===== src/rvp_pkg.sv =====
`timescale 1ns / 1ps
package rvp_pkg;

  // Datapath widths
  localparam int unsigned WORD_W     = 32;  // Q16.16 field
  localparam int unsigned EDGE_W     = 33;  // exact edge
  localparam int unsigned PROD_W     = 66;  // edge product
  localparam int unsigned CROSS_W    = 67;  // exact cross component
  localparam int unsigned MAG_W      = 66;  // cross magnitude
  localparam int unsigned M_W        = 30;  // normalised magnitude, top bit 29
  localparam int unsigned SQ_W       = 60;
  localparam int unsigned Q_W        = 62;  // sum of squares
  localparam int unsigned ROOT_W     = 31;
  localparam int unsigned REM_W      = 33;  // root remainder
  localparam int unsigned DREM_W     = 31;  // divider remainder
  localparam int unsigned QUO_W      = 29;  // normal magnitude
  localparam int unsigned NORM_BITS  = 28;
  localparam int unsigned N_W        = 30;  // signed normal component
  localparam int unsigned DOT_W      = 62;
  localparam int unsigned D_W        = 64;
  localparam int unsigned S_W        = 35;
  localparam int unsigned P_W        = 65;
  localparam int unsigned U_W        = 36;
  localparam int unsigned R_W        = 37;

  // Chain lengths
  localparam int unsigned SHIFT_STAGES = 7;
  localparam int unsigned SQRT_STEPS   = 31;
  localparam int unsigned DIV_STEPS    = 29;

  typedef logic [2:0][WORD_W-1:0] vec3_t;
  typedef logic [2:0][M_W-1:0]    m3_t;

  // Data that rides alongside the arithmetic
  typedef struct packed {
    vec3_t      vec;
    logic [2:0] neg;
    logic       deg;
  } side_t;

  typedef struct packed {
    side_t base;
    m3_t   m;
  } sq_side_t;

endpackage


===== src/rvp_div_cell.sv =====
`timescale 1ns / 1ps
module rvp_div_cell (
  input  logic                              clk_i,
  input  logic                              rst_ni,
  input  logic                              en_i,
  input  logic                              valid_i,
  input  logic [rvp_pkg::ROOT_W-1:0]        len_i,
  input  logic [2:0][rvp_pkg::DREM_W-1:0]   rem_i,
  input  logic [2:0][rvp_pkg::QUO_W-1:0]    quo_i,
  input  logic [2:0]                        bit_i,
  input  rvp_pkg::side_t                    side_i,
  output logic                              valid_o,
  output logic [rvp_pkg::ROOT_W-1:0]        len_o,
  output logic [2:0][rvp_pkg::DREM_W-1:0]   rem_o,
  output logic [2:0][rvp_pkg::QUO_W-1:0]    quo_o,
  output logic [2:0]                        bit_o,
  output rvp_pkg::side_t                    side_o
);
  import rvp_pkg::*;

  logic [2:0][DREM_W:0]   t_w, diff_w;
  logic [2:0]             ge_w;
  logic [2:0][DREM_W-1:0] rem_d, rem_q;
  logic [2:0][QUO_W-1:0]  quo_d, quo_q;
  logic [ROOT_W-1:0]      len_q;
  side_t                  side_q;
  logic                   valid_q;

  // one quotient bit for each of the three lanes
  always_comb begin
    for (int i = 0; i < 3; i++) begin
      t_w[i]    = {rem_i[i], bit_i[i]};
      diff_w[i] = t_w[i] - {1'b0, len_i};
      ge_w[i]   = (t_w[i] >= {1'b0, len_i});
      rem_d[i]  = ge_w[i] ? diff_w[i][DREM_W-1:0] : t_w[i][DREM_W-1:0];
      quo_d[i]  = {quo_i[i][QUO_W-2:0], ge_w[i]};
    end
  end

  always_ff @(posedge clk_i or negedge rst_ni) begin
    if (!rst_ni) begin
      valid_q <= 1'b0;
    end else if (en_i) begin
      valid_q <= valid_i;
    end
  end

  always_ff @(posedge clk_i) begin
    if (en_i) begin
      len_q  <= len_i;
      rem_q  <= rem_d;
      quo_q  <= quo_d;
      side_q <= side_i;
    end
  end

  assign valid_o = valid_q;
  assign len_o   = len_q;
  assign rem_o   = rem_q;
  assign quo_o   = quo_q;
  assign bit_o   = 3'b000;  // dividend is m << 28: only zeros follow
  assign side_o  = side_q;

endmodule


===== config.mk =====
export PLATFORM = sky130hd
export DESIGN_NAME = rvp_div_cell
export DESIGN_NICKNAME = d
export VERILOG_FILES = /design/src/rvp_pkg.sv /design/src/rvp_div_cell.sv
export SDC_FILE = /design/constraint.sdc
export NUM_CORES = 1
export LEC_CHECK = 0
export ABC_AREA = 1
export BUFFER_PORTS_ARGS = -buffer_cell sky130_fd_sc_hd__buf_2
export CAP_MARGIN = 25
export CORE_AREA = 2 2 247 249
export CTS_CLUSTER_SIZE = 40
export DETAILED_ROUTE_END_ITERATION = 8
export DIE_AREA = 0 0 249 251
export SYNTH_ARGS = -nofsm -noshare
export SYNTH_HDL_FRONTEND = slang
export SYNTH_SLANG_ARGS = --single-unit

===== constraint.sdc =====
create_clock -name clk_i -period 0.8 [get_ports clk_i]
set_input_delay 0 -clock clk_i [delete_from_list [all_inputs] [get_ports clk_i]]
set_output_delay 0 -clock clk_i [all_outputs]
set_load 0.03 [all_outputs]

==> metrics.md <==
| Metric | Value |
|---|---|
| First-pass GRT wire length | `118600 um` |
| CTS buffer count | `38` |
| CTS Buffer Depth | `3` |
| Failing checks | `negative hold slack, negative setup slack` |
| H-tree depth | `2` |
| Core ar. | `about 60000 um2` |
| Drt first-iter violations | `1293` |
| CTS sink cnt | `between 300 and 400` |
| Top-count cell post-synth | `nand2_1` |
| Die Width | `about 250 um` |
| Post-Layout Inst Area | `31690 um2` |
| Gpl congestion | `between 0.9 and 1` |
| CTS Root Cell | `clkbuf_16` |
| Final WL | `85360 um` |
| Worst VDD drop | `roughly 1.5 mV` |
| Total Routing Usage GR | `25.80%` |
| Layout area overhead | `75.98%` |
| Status | `finished, violations left` |
| Nets | `3913` |
| CTS tree | `done` |
| Fin crit share | `195.1%` |
| Overall power | `between 50 and 60 mW` |
| Max cap viols | `0` |
| Final Hold Viols | `2` |
| Standard-cell row count | `90` |
| Flops & latches, synth | `312` |
| Top_reg_cell synth | `edfxtp_1` |
| Min-Delay Path Class | `input pin to register` |
| Clock transition time at the flip-flop clock pins of the worst setup and hold paths | `approximately 0.060 ns` |
| DRC | `0` |
| Routed via count | `approximately 20000` |
| Kind of critical path | `input pin to register` |
| Mapped cell area | `between 15000 and 20000 um2` |
| Setup Viol. Count Final | `about 420` |
| Io pins | `approximately 630` |
| Cell total after placement | `3892` |
| Sequential-to-total area share from yosys stat | `~52%` |
| Ys async rst share | `less than 1%` |
| Crit path launch type | `input pin` |
| IO Port Bufs | `approximately 630` |
| Die ar. | `between 60000 and 70000 um2` |
| Total grt overflow | `0` |
| Initial Util | `30.12%` |
| Leak Pwr | `between 15 and 20 nW` |
| Vias in the first global route | `~19000` |
| CP Max Fanout | `18` |
| Pwr Density | `roughly 1800 nW/um2` |
| Filler Cell Count | `between 5000 and 6000` |
| Final worst slack | `-0.7611 ns` |
| Final Skew | `0 ns` |
| Required @ worst endpoint | `approximately 1.1 ns` |
| Top cells by area, synth | `edfxtp_1, nand2_1, inv_1, ha_1, nand3_1` |
| Via density | `4.532` |
| Post-synth EDFFs | `approximately 310` |
| Final HPWL DP | `65950 um` |
| Die Height | `approximately 250 um` |
| Yosys warnings | `0` |
| Yosys top cell area share | `51.86%` |
| Critical Path Sink Type | `register` |
| Final min period | `approximately 1.6 ns` |
| Syn avg cell area | `8.360 um2` |
| Fmax achieved | `between 600 and 700 MHz` |
| Largest net degree at the start of global routing | `37` |
| Library cells used by synthesis | `37` |
| Placement Cell Area | `approximately 25000 um2` |
| Clock latency on the worst-skew pair | `about 0.56 ns` |
| Wire per inst | `around 20 um` |
| Hold WS | `-0.01124 ns` |
| Count of TritonRoute iterations in the first routing pass | `5` |
| Post-synth top cells | `nand2_1, inv_1, edfxtp_1, nand3_1, nor2_1` |
| Fin. max-slew vios | `0` |
| Post-Synthesis Cells | `about 2200` |
| Synth area leader | `edfxtp_1` |
| Crit path arrival time | `~1.9 ns` |
| Share of cells above drive strength 1 | `around two fifths` |
| RSZ-0062 raised after global routing | `yes` |
| Initial antenna violation count | `9` |
| Final ANT Viol Nets | `0` |
| Fin cells | `approximately 4300` |
-- report_power, final --
| group | switching (mW) | internal [mW] |
|---|---|---|
| clock network | 7.32 | 10.5 |
| logic | 11.2 | 7.84 |
| registers | 0.748 | 20.0 |
| total | 19.3 | 38.4 |
-- sequential cells by signal, summed over array words and instances, names as in the netlist --
name and count:
side_o 100, len_o 31, rem_o 93, quo_o 87
valid_o 1
-- stage by stage --
step | TNS [ns] | setup slack [ns] | util (%)
after detailed placement | -137.97 | -1.568 | 42.53
final | -170.33 | -0.7611 | 53.00
after global placement | -137.65 | -1.565 | 42.53
after floorplan | -82.89 | -0.9384 | -
after global routing | -189.07 | -0.8408 | 52.99
after CTS | -194.02 | -0.7665 | 50.82
-- layout by cell type, fill, tap and decap left out, types with 4 or more instances in the layout --
| cell | count |
|---|---|
| o21ai_1 | 21 |
| xor2_1 | 41 |
| nand3_2 | 21 |
| a21oi_2 | 10 |
| nand3b_1 | 7 |
| ha_4 | 52 |
| ha_1 | 40 |
| nand2_2 | 64 |
| or2_2 | 4 |
| clkinv_1 | 5 |
| buf_4 | 327 |
| buf_8 | 5 |
| nor2_1 | 85 |
| clkinvlp_4 | 21 |
| and2_1 | 5 |
| buf_12 | 42 |
| clkbuf_1 | 8 |
| buf_2 | 576 |
| nor2_2 | 26 |
| edfxtp_1 | 311 |
| a21oi_1 | 36 |
| nand2_4 | 12 |
| inv_4 | 4 |
| nor3_2 | 5 |
| inv_1 | 380 |
| nand2_1 | 770 |
| a21oi_4 | 5 |
| buf_6 | 54 |
| o21bai_1 | 7 |
| nor2_4 | 15 |
| inv_2 | 16 |
| nand3_1 | 106 |
| nand4_1 | 33 |
| dlygate4sd3_1 | 313 |
| clkbuf_16 | 43 |
| bufinv_16 | 4 |
-- routing by layer --
layer / vias to the layer above / global-route usage [%] / part of all wire [%]
met5: - / 0 / 0.090
met4: 12 / 12.28 / 4.8
met1: 9072 / 31.87 / 41
li1: 9529 / - / -
met2: 789 / 43.27 / 47
met3: 142 / 5.250 / 7.3
-- worst max-delay path, stage by stage --
cell	delay, ns
buf_6	0.11
clkinvlp_4	0.10
buf_4	0.16
ha_1	0.34
nand2_2	0.11
inv_1	0.04
nand2_1	0.05
nand2_1	0.09
a21oi_2	0.14
nand2_2	0.09
nand2_4	0.10
nand3_4	0.15
clkbuf_16	0.22
nand2_1	0.08
nand2_1	0.06
-- final timing paths --
check / from / end / slack, ns / depth (start not counted)
worst min register to register: valid_o / valid_o / 0.54 / 1
worst max-delay path: len_i[11] / rem_o[15] / -0.76 / 15
min in group asynchronous: rst_ni / valid_o / 0.32 / 3
max in group asynchronous: rst_ni / valid_o / 0.36 / 3
worst max register to register: valid_o / valid_o / 0.02 / 1
worst min-delay path: en_i / rem_o[55] / -0.01 / 3
-- timing repair --
item	in CTS	in global routing
gates resized for setup	117	247
pin swaps	2	34
hold endpoints to repair	383	8
cloned	1	6
buffers inserted	10	19
hold buffers	312	3
endpoints found under the setup margin	408	447
-- cells by family after synthesis --
kind of cell    count (synthesis)  synth area share, %
simple gates                 1170                26.70
other cells                     1              0.02082
flops                         312                52.00
buf+inv                       447                9.811
compound gates                 84                2.522
mux                             1              0.06253
fa+ha+maj                      96                6.795
xor+xnor                       43                2.091
-- layout make-up --
type	count	area (um2)	area share (%)
Timing Repair Buffer	1326	10150	32.04
Sequential cell	312	9365	29.55
Multi-Input combinational cell	1398	8203	25.89
Inverter	423	1715	5.413
Clock buffer	49	1033	3.261
Tap cell	782	978.4	3.088
Clock inverter	19	234.0	0.7383
Antenna cell	3	7.507	0.02369
No activity file was read; power rests on OpenSTA's default activity.
