**config.mk**
```make
export PLATFORM = sky130hd
export DESIGN_NAME = rvp_sqrt_cell
export DESIGN_NICKNAME = d
export VERILOG_FILES = /design/src/rvp_pkg.sv /design/src/rvp_sqrt_cell.sv
export SDC_FILE = /design/constraint.sdc
export NUM_CORES = 1
export LEC_CHECK = 0
export ABC_AREA = 1
export BUFFER_PORTS_ARGS = -buffer_cell sky130_fd_sc_hd__buf_2
export CORE_AREA = 2 2 250 252
export CTS_BUF_LIST = sky130_fd_sc_hd__clkbuf_8
export CTS_CLUSTER_SIZE = 25
export DETAILED_ROUTE_END_ITERATION = 8
export DIE_AREA = 0 0 252 254
export HOLD_SLACK_MARGIN = 0.08
export PLACE_DENSITY = 0.4
export SYNTH_ARGS = -nofsm -noshare
export SYNTH_HDL_FRONTEND = slang
export SYNTH_SLANG_ARGS = --single-unit
export TNS_END_PERCENT = 5
```
**constraint.sdc**
```tcl
create_clock -name clk_i -period 1.2 [get_ports clk_i]
set_clock_uncertainty 0.2 [all_clocks]
set_input_delay 0.18 -clock clk_i [delete_from_list [all_inputs] [get_ports clk_i]]
set_output_delay 0.18 -clock clk_i [all_outputs]
set_load 0.005 [all_outputs]
```
**src/rvp_pkg.sv**
```systemverilog
`timescale 1ns / 1ps
package rvp_pkg;

  // Datapath widths
  localparam int unsigned WORD_W     = 32;  // Q16.16 field
  localparam int unsigned EDGE_W     = 33;  // exact edge
  localparam int unsigned PROD_W     = 66;  // edge product
  localparam int unsigned CROSS_W    = 67;  // exact cross component
  localparam int unsigned MAG_W      = 66;  // cross magnitude
  localparam int unsigned M_W        = 30;  // normalised magnitude, top bit 29
  localparam int unsigned SQ_W       = 60;
  localparam int unsigned Q_W        = 62;  // sum of squares
  localparam int unsigned ROOT_W     = 31;
  localparam int unsigned REM_W      = 33;  // root remainder
  localparam int unsigned DREM_W     = 31;  // divider remainder
  localparam int unsigned QUO_W      = 29;  // normal magnitude
  localparam int unsigned NORM_BITS  = 28;
  localparam int unsigned N_W        = 30;  // signed normal component
  localparam int unsigned DOT_W      = 62;
  localparam int unsigned D_W        = 64;
  localparam int unsigned S_W        = 35;
  localparam int unsigned P_W        = 65;
  localparam int unsigned U_W        = 36;
  localparam int unsigned R_W        = 37;

  // Chain lengths
  localparam int unsigned SHIFT_STAGES = 7;
  localparam int unsigned SQRT_STEPS   = 31;
  localparam int unsigned DIV_STEPS    = 29;

  typedef logic [2:0][WORD_W-1:0] vec3_t;
  typedef logic [2:0][M_W-1:0]    m3_t;

  // Data that rides alongside the arithmetic
  typedef struct packed {
    vec3_t      vec;
    logic [2:0] neg;
    logic       deg;
  } side_t;

  typedef struct packed {
    side_t base;
    m3_t   m;
  } sq_side_t;

endpackage

```
**src/rvp_sqrt_cell.sv**
```systemverilog
`timescale 1ns / 1ps
module rvp_sqrt_cell (
  input  logic                       clk_i,
  input  logic                       rst_ni,
  input  logic                       en_i,
  input  logic                       valid_i,
  input  logic [rvp_pkg::Q_W-1:0]    q_i,
  input  logic [rvp_pkg::REM_W-1:0]  rem_i,
  input  logic [rvp_pkg::ROOT_W-1:0] root_i,
  input  rvp_pkg::sq_side_t          side_i,
  output logic                       valid_o,
  output logic [rvp_pkg::Q_W-1:0]    q_o,
  output logic [rvp_pkg::REM_W-1:0]  rem_o,
  output logic [rvp_pkg::ROOT_W-1:0] root_o,
  output rvp_pkg::sq_side_t          side_o
);
  import rvp_pkg::*;

  logic [REM_W+1:0]  t_w, trial_w, diff_w;
  logic              ge_w;
  logic [Q_W-1:0]    q_q;
  logic [REM_W-1:0]  rem_q;
  logic [ROOT_W-1:0] root_q;
  sq_side_t          side_q;
  logic              valid_q;

  // one root bit: bring in the next two radicand bits, trial subtract
  assign t_w     = {rem_i, q_i[Q_W-1 -: 2]};
  assign trial_w = {{(REM_W-ROOT_W){1'b0}}, root_i, 2'b01};
  assign diff_w  = t_w - trial_w;
  assign ge_w    = (t_w >= trial_w);

  always_ff @(posedge clk_i or negedge rst_ni) begin
    if (!rst_ni) begin
      valid_q <= 1'b0;
    end else if (en_i) begin
      valid_q <= valid_i;
    end
  end

  always_ff @(posedge clk_i) begin
    if (en_i) begin
      q_q    <= {q_i[Q_W-3:0], 2'b00};
      rem_q  <= ge_w ? diff_w[REM_W-1:0] : t_w[REM_W-1:0];
      root_q <= {root_i[ROOT_W-2:0], ge_w};
      side_q <= side_i;
    end
  end

  assign valid_o = valid_q;
  assign q_o     = q_q;
  assign rem_o   = rem_q;
  assign root_o  = root_q;
  assign side_o  = side_q;

endmodule

```
==> results of run 1 <==
-- kinds of logic after synthesis --
| logic type | count (synthesis) |
|---|---|
| AO/OA/AOI/OAI | 24 |
| XOR/XNOR | 14 |
| adder cells (fa/ha/maj) | 33 |
| buffers and inverters | 175 |
| flip-flops | 315 |
| multiplexers | 1 |
| other | 1 |
| AND/OR/NAND/NOR | 442 |
-- metrics by stage --
stage / cell area [µm²] / setup WS [ps]
3_5_place_dp: 18560 / -1123
2_1_floorplan: 13240 / -654.7
3_3_place_gp: 18560 / -1142
==> out/metrics.yaml, run 1 <==
status: "stopped before the end"
flow.stopped_at: "clock tree synthesis"
error: "[ERROR RSZ-0060] Max buffer count reached."
die_w_um: 252
cts_hold_buffers: 535
synth_most_common_cell: "edfxtp_1"
row_count: 91
fp.dieH_um: 254
yosys-top-cells-count: "edfxtp_1, nand2_1, inv_1"
synth_area_leaders: "edfxtp_1, nand2_1, inv_1"
initial_core_util_pct: 20.89
cts_setup_buffers: 0
place.gp.congestion: 0.8782
placed_cells: 2559
clock_path_buffers: 3
muxShareOfSynthArea_pct: 0.08799
pin_count: 637
yosysUniqueCellTypes: 34
synth_edf_count: 314
cts-htree-levels: 2
cts-root-buf: "clkbuf_8"
netlist_instances: 1005
async_flop_share_pct: 0.3175
synth-main-ff-cell: "edfxtp_1"
synth.top_cell.area_share_pct: 73.67
synth_top_family_by_area: "simple AND/OR/NAND/NOR gates"
yosysSeqAreaShare_pct: 73.87
synthXorXnorAreaFrac_pct: 0.9581
synth_top_area_cell: "edfxtp_1"
yosysWarnings: 0
place.port_buffers: 634
synth_area_per_cell_um2: 12.73
yosys.area_share.simple_pct: 15.33
ys_ff_latch: 315
cts_resized: 72
syn_area_mm2: 0.01280
synth_fa_ha_area_share_pct: 3.226
post-dp-hpwl_um: 48740
synth_compound_area_share_pct: 0.9776
cts_sinks: 315
cts_made_buffers: 59
==> inputs of run 2 (changes only) <==
==> config.mk (replaced) <==
export PLATFORM = sky130hd
export DESIGN_NAME = rvp_sqrt_cell
export DESIGN_NICKNAME = d
export VERILOG_FILES = /design/src/rvp_pkg.sv /design/src/rvp_sqrt_cell.sv
export SDC_FILE = /design/constraint.sdc
export NUM_CORES = 1
export LEC_CHECK = 0
export ABC_AREA = 1
export BUFFER_PORTS_ARGS = -buffer_cell sky130_fd_sc_hd__buf_2
export CORE_AREA = 2 2 246 248
export DETAILED_ROUTE_END_ITERATION = 8
export DIE_AREA = 0 0 248 250
export PLACE_DENSITY_LB_ADDON = 0.15
export SYNTH_ARGS = -nofsm -noshare
export SYNTH_HDL_FRONTEND = slang
export SYNTH_SLANG_ARGS = --single-unit
export TNS_END_PERCENT = 5
==> run 2 against run 1 <==
  * The flow now finishes, with violations (hold timing, setup timing)
  * Synthesized area unchanged
  * Synthesized cell count did not move
==> out/metrics.yaml, run 2 <==
status: "finished, violations left"
violations: "hold timing, setup timing"
synth.top_cell.area_share_pct: 73.67  # unchanged
muxShareOfSynthArea_pct: 0.08799  # unchanged
drive_above_1_share_pct: 49.11
rsz0062_at_grt: "true"
yosysUniqueCellTypes: 34  # unchanged
initial_core_util_pct: 21.48  # +0.59 points
ir_drop_mv: 1.153
grt_start_max_net_pins: 32
place.port_buffers: 634  # unchanged
internal_power_w: 0.02431
arrival_ps: 1750
path_max_fanout: 8
row_count: 90  # -1.1%
grt_pass1_wl_um: 80320
track_usage_pct: 18.16
fin_util_pct: 40.63
vias: 11780
synth-main-ff-cell: "edfxtp_1"
cts_made_buffers: 39  # -34%
yosysSeqAreaShare_pct: 73.87  # unchanged
fill_cells: 5853
p_sw_w: 0.008076
pin_count: 637  # unchanged
synth_area_leaders: "edfxtp_1, nand2_1, inv_1"
yosys.area_share.simple_pct: 15.33  # unchanged
cp_cell_sequence: "buf_2, inv_2, ha_4, nand2_4, nor2_4, nand3_1, nor2_2, nand2_2, nand3_4, nor2_4, nand2_8, clkbuf_16, nand3_2, nand2_1"
antenna_found_initial: 12
comb_power_share_pct: 19.0
dpl_cell_area_mm2: 0.01860  # +0.20%
met1_length_um: 21680
wl_met3_um: 3843
cts_sinks: 315  # unchanged
post-route-cell-area_mm2: 0.02420
clk_latency_ps: 530
core_mm2: 0.05957
synth_compound_area_share_pct: 0.9776  # unchanged
yosys-top-cells-count: "edfxtp_1, nand2_1, inv_1"
clock_path_buffers: 3  # unchanged
fp.dieH_um: 250  # -1.6%
routed.top_layer: "met5"
dieArea_mm2: 0.06200
synth_most_common_cell: "edfxtp_1"
hp-class: "in2reg"
pwr-share-seq_pct: 41.7
cts-root-buf: "clkbuf_16"
post-dp-hpwl_um: 45810  # -6.0%
fmax_ghz: 0.6040
cts-htree-levels: 2  # unchanged
synthXorXnorAreaFrac_pct: 0.9581  # unchanged
tightest_slew_ps: 556.4
final_cell_mix: "buf_2, dlygate4sd3_1, edfxtp_1, nand2_1, buf_4"
crit_top_cell: "nor2_4"
nets: 2512
whs_ps: -111.7
synth_area_per_cell_um2: 12.73  # unchanged
path_clk_slew_ps: 60
dr.pass1.iters: 4
slowest_stage: "ha_4"
p_per_area_mw_per_mm2: 1338
path_class: "in2reg"
finalCriticalPeriod_ps: 1656
syn_area_mm2: 0.01280  # unchanged
final_hold_viol_count: 18
synth_edf_count: 314  # unchanged
synth_top_family_by_area: "simple AND/OR/NAND/NOR gates"
cts_tree: "yes"
die_w_um: 248  # -1.6%
synth_top_area_cell: "edfxtp_1"
critPathRequiredTime_ps: 1290
vias_per_cell: 3.956
ys_ff_latch: 315  # unchanged
end_kind: "register"
fin_crit_sh_pct: 138.0
syn_to_final_growth_pct: 89.09
power_leakage_nw: 11.04
fin_ws_ps: -455.7
detail-route-antenna-nets: 0
routedWlPerCell_um: 19.85
place.gp.congestion: 0.8454  # -3.7%
yosysWarnings: 0  # unchanged
netlist_instances: 1005  # unchanged
layout.area.seq_mm2: 0.009454
layout_commonest_cell: "buf_2"
async_flop_share_pct: 0.3175  # unchanged
setup_viol: 349
largest_reg_flops: 190
grt_overflow_total: 0
critPathMaxStageDelay_ps: 270
slew_violations: 0
startpoint_type: "primary input"
multiInputGateArea_mm2: 0.003587
sw_frac_of_total_pct: 24.94
drt_iter0_drc: 520
slew_headroom_pct: 62.85
wl_met2_um: 31370
max_cap_violations: 0
synth_fa_ha_area_share_pct: 3.226  # unchanged
clock_power_share_pct: 39.3
drc_errors: 0
wirelength_um: 59120
grt_pass1_vias: 12100
-- run 2: cell counts after synthesis --
No cell type changed its count.
-- run 2: layout make-up --
type,count,share of cell area (%)
tap,782,4.043
inverter,164,2.668
timing repair buffer,1123,33.61
multi-input combinational,516,14.82
antenna,7,0.07238
clock buffer,44,4.286
clock inverter,27,1.432
sequential,315,39.07
-- run 2: kinds of logic (layout without fill, tap and decap cells) --
group,after synthesis,count (layout)
AOI/OAI and AO/OA,24,24
xor gates and xnor gates,14,14
adders and majority gates,33,33
buffers and inverters,175,1358
DFF,315,315
muxes,1,1
other,1,9
and+or+nand+nor,442,442
-- run 2: path summary, 6_finish.rpt --
kind,start,end,slack [ps],depth (start not counted)
worst max-delay path,root_i[4],rem_o[31],-460,14
worst min-delay path,en_i,side_o[13],-110,2
worst max register to register,valid_o,valid_o,250,1
worst min register to register,valid_o,valid_o,320,1
max in group asynchronous,rst_ni,valid_o,330,3
min in group asynchronous,rst_ni,valid_o,360,3
-- run 2: worst max-delay path: cells and delay by family --
kind,cells,cell delay [ps]
adders and majority gates,1,270
buffers and inverters,3,330
and+or+nand+nor,10,950
-- run 2: metrics by stage --
stage / setup slack [ps] / std cells / power, W / setup TNS (ps)
after global placement: -1081 / 2559 / 0.01846 / -36770
final: -455.7 / 2978 / 0.03238 / -83660
after detailed placement: -1070 / 2559 / 0.01845 / -36490
after CTS: -381.0 / 2958 / 0.03256 / -122560
after global routing: -491.9 / 2977 / 0.03383 / -103670
after floorplan: -654.7 / 1006 / 0.01527 / -21850
-- run 2: power by group through the flow --
stage / registers (W) / logic (W) / clock network, W
6_report: 0.0135 / 0.00614 / 0.0127
5_1_grt: 0.0136 / 0.00665 / 0.0136
4_1_cts: 0.0135 / 0.00590 / 0.0131
3_5_place_dp: 0.0137 / 0.00475 / 0
3_3_place_gp: 0.0137 / 0.00475 / 0
2_1_floorplan: 0.0138 / 0.00144 / 0
-- run 2: what timing repair did --
action,in CTS,in global routing
gates resized for setup,102,147
cloned,0,2
pin swaps,4,45
endpoints found under the hold margin,370,19
buffers inserted,1,10
hold buffers,327,1
endpoints found under the setup margin,349,468
-- run 2: layer usage --
metal / GRT usage (%) / vias up
met5: 0 / -
met4: 6.689 / 10
met3: 4.603 / 90
met2: 34.08 / 371
met1: 19.24 / 5611
li1: - / 5698
Note: power is estimated with default switching activity, not from simulation.
