### src/rvp_pkg.sv
`timescale 1ns / 1ps
package rvp_pkg;

  // Datapath widths
  localparam int unsigned WORD_W     = 32;  // Q16.16 field
  localparam int unsigned EDGE_W     = 33;  // exact edge
  localparam int unsigned PROD_W     = 66;  // edge product
  localparam int unsigned CROSS_W    = 67;  // exact cross component
  localparam int unsigned MAG_W      = 66;  // cross magnitude
  localparam int unsigned M_W        = 30;  // normalised magnitude, top bit 29
  localparam int unsigned SQ_W       = 60;
  localparam int unsigned Q_W        = 62;  // sum of squares
  localparam int unsigned ROOT_W     = 31;
  localparam int unsigned REM_W      = 33;  // root remainder
  localparam int unsigned DREM_W     = 31;  // divider remainder
  localparam int unsigned QUO_W      = 29;  // normal magnitude
  localparam int unsigned NORM_BITS  = 28;
  localparam int unsigned N_W        = 30;  // signed normal component
  localparam int unsigned DOT_W      = 62;
  localparam int unsigned D_W        = 64;
  localparam int unsigned S_W        = 35;
  localparam int unsigned P_W        = 65;
  localparam int unsigned U_W        = 36;
  localparam int unsigned R_W        = 37;

  // Chain lengths
  localparam int unsigned SHIFT_STAGES = 7;
  localparam int unsigned SQRT_STEPS   = 31;
  localparam int unsigned DIV_STEPS    = 29;

  typedef logic [2:0][WORD_W-1:0] vec3_t;
  typedef logic [2:0][M_W-1:0]    m3_t;

  // Data that rides alongside the arithmetic
  typedef struct packed {
    vec3_t      vec;
    logic [2:0] neg;
    logic       deg;
  } side_t;

  typedef struct packed {
    side_t base;
    m3_t   m;
  } sq_side_t;

endpackage

### src/rvp_norm_cell.sv
`timescale 1ns / 1ps
module rvp_norm_cell #(
  parameter int unsigned SHIFT = 1
) (
  input  logic                              clk_i,
  input  logic                              rst_ni,
  input  logic                              en_i,
  input  logic                              valid_i,
  input  logic [2:0][rvp_pkg::MAG_W-1:0]    mag_i,
  input  rvp_pkg::side_t                    side_i,
  output logic                              valid_o,
  output logic [2:0][rvp_pkg::MAG_W-1:0]    mag_o,
  output rvp_pkg::side_t                    side_o
);
  import rvp_pkg::*;

  logic [MAG_W-1:0]      any_w;
  logic                  hit_w;
  logic [2:0][MAG_W-1:0] mag_d, mag_q;
  side_t                 side_q;
  logic                  valid_q;

  // shift all three left together while the common top bits are clear
  assign any_w = mag_i[0] | mag_i[1] | mag_i[2];
  assign hit_w = (any_w[MAG_W-1 -: SHIFT] == '0);

  always_comb begin
    for (int i = 0; i < 3; i++) begin
      mag_d[i] = hit_w ? (mag_i[i] << SHIFT) : mag_i[i];
    end
  end

  always_ff @(posedge clk_i or negedge rst_ni) begin
    if (!rst_ni) begin
      valid_q <= 1'b0;
    end else if (en_i) begin
      valid_q <= valid_i;
    end
  end

  always_ff @(posedge clk_i) begin
    if (en_i) begin
      mag_q  <= mag_d;
      side_q <= side_i;
    end
  end

  assign valid_o = valid_q;
  assign mag_o   = mag_q;
  assign side_o  = side_q;

endmodule

### config.mk
export PLATFORM = sky130hd
export DESIGN_NAME = rvp_norm_cell
export DESIGN_NICKNAME = d
export VERILOG_FILES = /design/src/rvp_pkg.sv /design/src/rvp_norm_cell.sv
export SDC_FILE = /design/constraint.sdc
export NUM_CORES = 1
export LEC_CHECK = 0
export ABC_CLOCK_PERIOD_IN_PS = 1500
export BUFFER_PORTS_ARGS = -buffer_cell sky130_fd_sc_hd__buf_4
export CORE_AREA = 10 10 226 228
export CTS_BUF_LIST = sky130_fd_sc_hd__clkbuf_4 sky130_fd_sc_hd__clkbuf_8
export DETAILED_ROUTE_END_ITERATION = 10
export DIE_AREA = 0 0 236 238
export PLACE_DENSITY = 0.6
export SLEW_MARGIN = 20
export SYNTH_ARGS = -nofsm -noshare
export SYNTH_HDL_FRONTEND = slang
export SYNTH_SLANG_ARGS = --single-unit
### constraint.sdc
create_clock -name clk_i -period 1.5 [get_ports clk_i]
set_input_delay 0.15 -clock clk_i [delete_from_list [all_inputs] [get_ports clk_i]]
set_output_delay 0.15 -clock clk_i [all_outputs]
set_load 0.005 [all_outputs]
==> results of run 1 <==
[metrics by stage]
| stage | hold WS (ns) | util (%) |
|---|---|---|
| after floorplan | -0.146 | - |
| after global placement | -0.0735 | 36.8 |
| after detailed placement | -0.0731 | 36.8 |
[synthesized netlist by cell type]
master / number
dfrtp_1: 1
or2_2: 1
edfxtp_1: 298
nor2b_1: 3
mux2_1: 10
buf_2: 4
a21o_1: 2
buf_4: 17
nor3b_1: 1
nor3_2: 1
mux2_2: 183
nor2_1: 2
[logic make-up after synthesis]
group                  count (synthesis)
DFF                                  299
muxes                                193
buffers and inverters                 21
and+or+nand+nor                        8
AOI/OAI and AO/OA                      2
==> flow_metrics.tcl, run 1 <==
set metrics [dict create \
    status "did not finish" \
    haltStage "clock tree synthesis" \
    first-error "[ERROR RSZ-0060] Max buffer count reached." \
    cts_root_buffer "clkbuf_8" \
    syn-cell-area_um2 11400 \
    synthTopCellsByArea "edfxtp_1 (79%), mux2_2 (18%), buf_4 (1.1%), mux2_1 (0.99%), dfrtp_1 (0.22%)" \
    yosysUniqueCellTypes 12 \
    place_congestion 0.798 \
    die_w_um 236 \
    synthSimpleGateAreaFrac_pct 0.441 \
    holdBufCountCts 370 \
    synth_top_family_by_area "multiplexers" \
    dp.cells 1757 \
    post_dp_cell_area_um2 17100 \
    syn_inst 523 \
    die_y_um 238 \
    synthXorXnorAreaFrac_pct 0 \
    cts.sinks 299 \
    htree_levels 2 \
    place_ws_ns -0.115 \
    synth-adder-area-share_pct 0 \
    ctsLongestPathBuffers 3 \
    yosysSeqAreaShare_pct 79.0 \
    io_pins 601 \
    syn-num-nets 825 \
    yosysWarnings 0 \
    synth_compound_area_share_pct 0.132 \
    ctsResizeCount 0 \
    syn_area_per_cell_um2 21.7 \
    initial_utilization_pct 24.5 \
    dp_hpwl_um 33700 \
    ys_ff_latch 299 \
    synthMuxAreaShare_pct 19.1 \
    fp-row-count 79 \
    cts_buffers 52 \
    synth_top_cell_area_share_pct 78.8 \
    port_buffers 600 \
    post_cts.repair.setup_buffers 0 \
    synth_top_area_cell "edfxtp_1" \
]
==> run 2: changes to the inputs <==
--- a/config.mk
+++ b/config.mk
@@ -7,11 +7,10 @@
 export LEC_CHECK = 0
 export ABC_CLOCK_PERIOD_IN_PS = 1500
 export BUFFER_PORTS_ARGS = -buffer_cell sky130_fd_sc_hd__buf_4
-export CORE_AREA = 10 10 226 228
-export CTS_BUF_LIST = sky130_fd_sc_hd__clkbuf_4 sky130_fd_sc_hd__clkbuf_8
+export CORE_AREA = 10 10 225 227
 export DETAILED_ROUTE_END_ITERATION = 10
-export DIE_AREA = 0 0 236 238
-export PLACE_DENSITY = 0.6
+export DIE_AREA = 0 0 235 237
+export PLACE_DENSITY_LB_ADDON = 0.15
 export SLEW_MARGIN = 20
 export SYNTH_ARGS = -nofsm -noshare
 export SYNTH_HDL_FRONTEND = slang
==> run 2 against run 1 <==
Compared with the run above: the run now ends clean; synthesized area is the same; synthesized cell count is the same.
==> flow_metrics.tcl, run 2 <==
set metrics [dict create \
    status "finished, final reports clean" \
    cts_buffers 36 \
    grt_pass1_vias 9728 \
    rsz0062_at_grt "no" \
    overflow 0 \
    grt_max_degree 42 \
    fp.coreArea_um2 46200 \
    nNetsFinal 1799 \
    cts_tree "built" \
    vdd_drop_max_mv 0.729 \
    place_congestion 0.757 \
    crit_path_max_incr_delay_ns 0.54 \
    finalHoldViolations 0 \
    clkTransAtPathRegs_ns 0.06 \
    cts_root_buffer "clkbuf_16" \
    hp-class "in -> reg" \
    endpoint_kind "register" \
    areaGrowthSynthToFinish_pct 87.1 \
    clock_skew_ns 0 \
    cp.required_ns 1.78 \
    finalNonFillerCells 2130 \
    synth_top_cell_area_share_pct 78.8 \
    setup.worst_path.class "in -> reg" \
    htree_levels 2 \
    tns_ns 0 \
    finalSetupViolations 0 \
    worst_pin_slew_ns 0.300 \
    dp_hpwl_um 36200 \
    ctsResizeCount 0 \
    cts.sinks 299 \
    synth_ff_type "edfxtp_1" \
    synth_edf_count 298 \
    antenna_found_initial 2 \
    cp-start-kind "primary input" \
    path_cells "buf_4, nor3_4, buf_12, buf_4, mux2_2, dlygate4sd3_1" \
    post_dp_cell_area_um2 17000 \
    routed_wl_um 46500 \
    grt_usage_pct 16.0 \
    crit_arrival_ns 1.74 \
    yosys-top-cells-count "edfxtp_1 (298), mux2_2 (183), buf_4 (17), mux2_1 (10), buf_2 (4)" \
    synthMostInstantiatedCell "edfxtp_1" \
    syn-num-nets 825 \
    fp-row-count 79 \
    finalMaxSlewViolations 0 \
    die_area_um2 55700 \
    ctsLongestPathBuffers 3 \
    slowest_stage "dlygate4sd3_1" \
    min_period_ns 1.46 \
    grt_pass1_wl_um 66700 \
    cp_max_fo 11 \
    syn_area_per_cell_um2 21.7 \
    die_y_um 237 \
    powerDensity_nw_per_um2 1040 \
    synthTopCellsByArea "edfxtp_1 (79%), mux2_2 (18%), buf_4 (1.1%), mux2_1 (0.99%), dfrtp_1 (0.22%)" \
    fillers 4116 \
    dp.cells 1754 \
    firstDrtPassIters 4 \
    syn-cell-area_um2 11400 \
    drc_errors 0 \
    synth_top_area_cell "edfxtp_1" \
    crit_top_cell "buf_4" \
    initial_utilization_pct 24.6 \
    die_w_um 235 \
    relSlewSlack_pct 80.0 \
    io_pins 601 \
    drtIter0Drc 371 \
    num_vias 8666 \
    layout-drive-gt1-share_pct 58.0 \
    port_buffers 600 \
    yosysUniqueCellTypes 12 \
    largest_reg_flops 198 \
    leakage_nw 8.70 \
    finalPower_w 0.0221 \
    yosysWarnings 0 \
    post-route-period-util_pct 97.5 \
    final_common_cell "buf_4" \
    yosysSeqAreaShare_pct 79.0 \
    syn_inst 523 \
    async_reset_ff_share_pct 0.334 \
    final_cell_mix "buf_4 (633), dlygate4sd3_1 (306), edfxtp_1 (298)" \
    wl_per_cell_um 21.9 \
    maxCapViolCount 0 \
    hold_ws_ns 0.0476 \
    stdcell_area_um2 21300 \
    vias_per_cell 4.07 \
    clk_latency_ns 0.53 \
    fmax_mhz 684 \
    ys_ff_latch 299 \
    final_antenna_net_count 0 \
]
-- run 2: cell families after synthesis --
| family | count (synthesis) | synth area share, % |
|---|---|---|
| simple gates | 8 | 0.441 |
| mux | 193 | 19.1 |
| buf+inv | 21 | 1.30 |
| compound gates | 2 | 0.132 |
| flops | 299 | 79.0 |
-- run 2: timing repair --
item	4_1_cts	5_1_grt
endpoints found under the hold margin	300	0
buffers inserted	0	6
hold buffers	306	0
endpoints found under the setup margin	0	1
-- run 2: critical path: cells and delay by family --
family                 cells  cell delay [ns]
muxes                      1             0.32
and+or+nand+nor            1             0.29
buffers and inverters      4             0.97
-- run 2: through the flow --
step	utilization, %	setup WS [ns]
CTS	45.9	0.0162
global route	46.0	0.0318
global placement	36.9	-0.123
floorplan	-	0.127
detailed placement	36.9	-0.125
finish	46.0	0.0381
-- run 2: worst paths after layout --
| check | from | endpoint | slack [ns] | cells after the start |
|---|---|---|---|---|
| worst max-delay path | mag_i[131] | mag_o[105]$_DFFE_PP_ | 0.04 | 6 |
| worst min-delay path | mag_i[65] | mag_o[65]$_DFFE_PP_ | 0.05 | 3 |
| worst max register to register | valid_o$_DFFE_PN0P_ | valid_o$_DFFE_PN0P_ | 0.75 | 1 |
| worst min register to register | valid_o$_DFFE_PN0P_ | valid_o$_DFFE_PN0P_ | 0.52 | 1 |
| max in group asynchronous | rst_ni | valid_o$_DFFE_PN0P_ | 0.94 | 3 |
| min in group asynchronous | rst_ni | valid_o$_DFFE_PN0P_ | 0.45 | 3 |
-- run 2: area by class of cell --
cell class	instances	area, um2	share of cell area [%]
Clock inverter	21	158	0.742
Multi-Input combinational cell	203	2240	10.6
Tap cell	607	759	3.57
Antenna cell	1	2.50	0.0118
Sequential cell	299	8970	42.2
Timing Repair Buffer	957	8170	38.4
Clock buffer	42	943	4.44
-- run 2: routing by layer --
| metal | vias up | GRT usage (%) | wire length, um |
|---|---|---|---|
| met2 | 369 | 29.1 | 24400 |
| met1 | 4176 | 15.9 | 16200 |
| met5 | - | 0 | 13 |
| li1 | 4056 | - | - |
| met3 | 63 | 7.20 | 4600 |
| met4 | 2 | 5.55 | 1280 |
-- run 2: report_power, final --
group	internal, W	switching [W]	total [W]
Combinational	0.00226	0.00134	0.00361
Sequential	0.0100	0.000203	0.0102
Clock	0.00483	0.00342	0.00825
Total	0.0171	0.00497	0.0221
No activity file was read; power rests on OpenSTA's default activity.
==> run 3: changes to the inputs <==
--- a/config.mk
+++ b/config.mk
@@ -11,6 +11,8 @@
 export DETAILED_ROUTE_END_ITERATION = 10
 export DIE_AREA = 0 0 235 237
 export PLACE_DENSITY_LB_ADDON = 0.15
+export SETUP_SLACK_MARGIN = 0.4
+export SKIP_CTS_REPAIR_TIMING = 1
 export SLEW_MARGIN = 20
 export SYNTH_ARGS = -nofsm -noshare
 export SYNTH_HDL_FRONTEND = slang
==> run 3 against run 2 <==
Compared with the run above: die area did not move; power rose by 3.8%; via count rose by 0.97%; sequential power barely moved; global-route usage fell by 0.66 points; wire length rose by 3.1%; clock power rose by 5.7%; highest routed layer is now met4.
==> flow_metrics.tcl, run 3 (same netlist as run 2, synthesis figures left out) <==
set metrics [dict create \
    p_clk_share_pct 38.0 \
    htree_levels 2 \
    vdd_drop_max_mv 0.797 \
    clock_skew_ns 0 \
    antenna_found_initial 3 \
    setup.worst_path.class "reg -> out" \
    routed_wl_um 48000 \
    p_comb_share_pct 17.0 \
    endpoint_kind "primary output" \
    vias_per_cell 4.12 \
    cp_max_fo 1 \
    fp.coreArea_um2 46200 \
    largest_reg_flops 198 \
    min_period_ns 1.24 \
    post_dp_cell_area_um2 17200 \
    die_y_um 237 \
    worst_pin_slew_ns 0.394 \
    wl_per_cell_um 22.6 \
    crit_path_max_incr_delay_ns 0.39 \
    power.internal_w 0.0177 \
    powerDensity_nw_per_um2 1040 \
    cts_root_buffer "clkbuf_16" \
    clkTransAtPathRegs_ns 0.06 \
    areaGrowthSynthToFinish_pct 94.1 \
    cp.required_ns 1.35 \
    firstDrtPassIters 4 \
    die_w_um 235 \
    path_cells "buf_4" \
    grt_max_degree 66 \
    multi_input_area_um2 2270 \
    die_area_um2 55700 \
    dp_hpwl_um 37100 \
    port_buffers 600 \
    ctsLongestPathBuffers 3 \
    crit_arrival_ns 1.09 \
    final_antenna_net_count 0 \
    grt_pass1_wl_um 62400 \
    finalSetupViolations 0 \
    num_vias 8750 \
    drc_errors 0 \
    cp_top_family "flip-flops" \
    fp-row-count 79 \
    reg2reg_setup_slack_ns 0.74 \
    hp-class "in -> reg" \
    min_from "mag_i[197]" \
    cp-start-kind "register" \
    cts_tree "built" \
    rsz0062_at_grt "yes" \
    finalHoldViolations 0 \
    fillers 3981 \
    maxCapViolCount 0 \
    status "finished, final reports clean" \
    nNetsFinal 1792 \
    stdcell_area_um2 22000 \
    grt_pass1_vias 8092 \
    initial_utilization_pct 24.6 \
    pwr-share-seq_pct 45.0 \
    clk_latency_ns 0.53 \
    final_common_cell "buf_4" \
    grt_usage_pct 15.4 \
    leakage_nw 8.96 \
    fmax_mhz 804 \
    cts_buffers 37 \
    sw_frac_of_total_pct 22.6 \
    cts.sinks 299 \
    reg2reg_from "valid_o$_DFFE_PN0P_" \
    hold_ws_ns 0.0169 \
    overflow 0 \
    crit_path_start "mag_o[40]$_DFFE_PP_" \
    finalMaxSlewViolations 0 \
    drtIter0Drc 360 \
    slowest_stage "edfxtp_1" \
    relSlewSlack_pct 73.7 \
    final_cell_mix "buf_4 (440), dlygate4sd3_1 (299), edfxtp_1 (298)" \
    place_congestion 0.778 \
    switchingPower_w 0.00519 \
    final-seq-area_um2 8970 \
    crit_buf_inv 1 \
    layout-drive-gt1-share_pct 58.3 \
    io_pins 601 \
    post-route-period-util_pct 82.9 \
]
[run 3: final timing paths]
kind | end | cells past startpoint
min | mag_o[197]$_DFFE_PP_ | 3
max in group asynchronous | valid_o$_DFFE_PN0P_ | 3
max reg2reg | valid_o$_DFFE_PN0P_ | 1
min reg2reg | valid_o$_DFFE_PN0P_ | 1
max | mag_o[40] | 1
min in group asynchronous | valid_o$_DFFE_PN0P_ | 3
[run 3: metrics by stage]
step                util [%]  setup TNS, ns  worst slack [ns]  total power, W  cells
finish                  47.8              0             0.256          0.0229   2124
global route            47.8              0             0.202          0.0239   2124
CTS                     39.8              0             0.209          0.0223   1823
detailed placement      37.2          -8.86           -0.0800          0.0134   1759
global placement        37.2          -5.51           -0.0599          0.0134   1759
floorplan                  -              0             0.193          0.0110    523
[run 3: routing by layer]
layer | wire (um) | track usage [%] | vias up
li1 | - | - | 4034
met1 | 17700 | 15.8 | 4276
met2 | 25300 | 27.2 | 378
met3 | 3860 | 7.62 | 62
met4 | 1140 | 4.26 | 0
met5 | 0 | 0 | -
[run 3: area by class of cell]
class | instances | share of cell area [%]
Clock inverter | 18 | 0.868
Clock buffer | 46 | 4.45
Tap cell | 607 | 3.44
Multi-Input combinational cell | 203 | 10.3
Antenna cell | 2 | 0.0227
Timing Repair Buffer | 949 | 40.2
Sequential cell | 299 | 40.7
[run 3: power by group through the flow]
stage / clock (W) / sequential [W] / combinational [W]
2_1_floorplan: 0 / 0.0105 / 0.000479
4_1_cts: 0.00904 / 0.0102 / 0.00301
3_5_place_dp: 0 / 0.0104 / 0.00300
5_1_grt: 0.00936 / 0.0104 / 0.00413
3_3_place_gp: 0 / 0.0104 / 0.00299
6_report: 0.00872 / 0.0103 / 0.00390
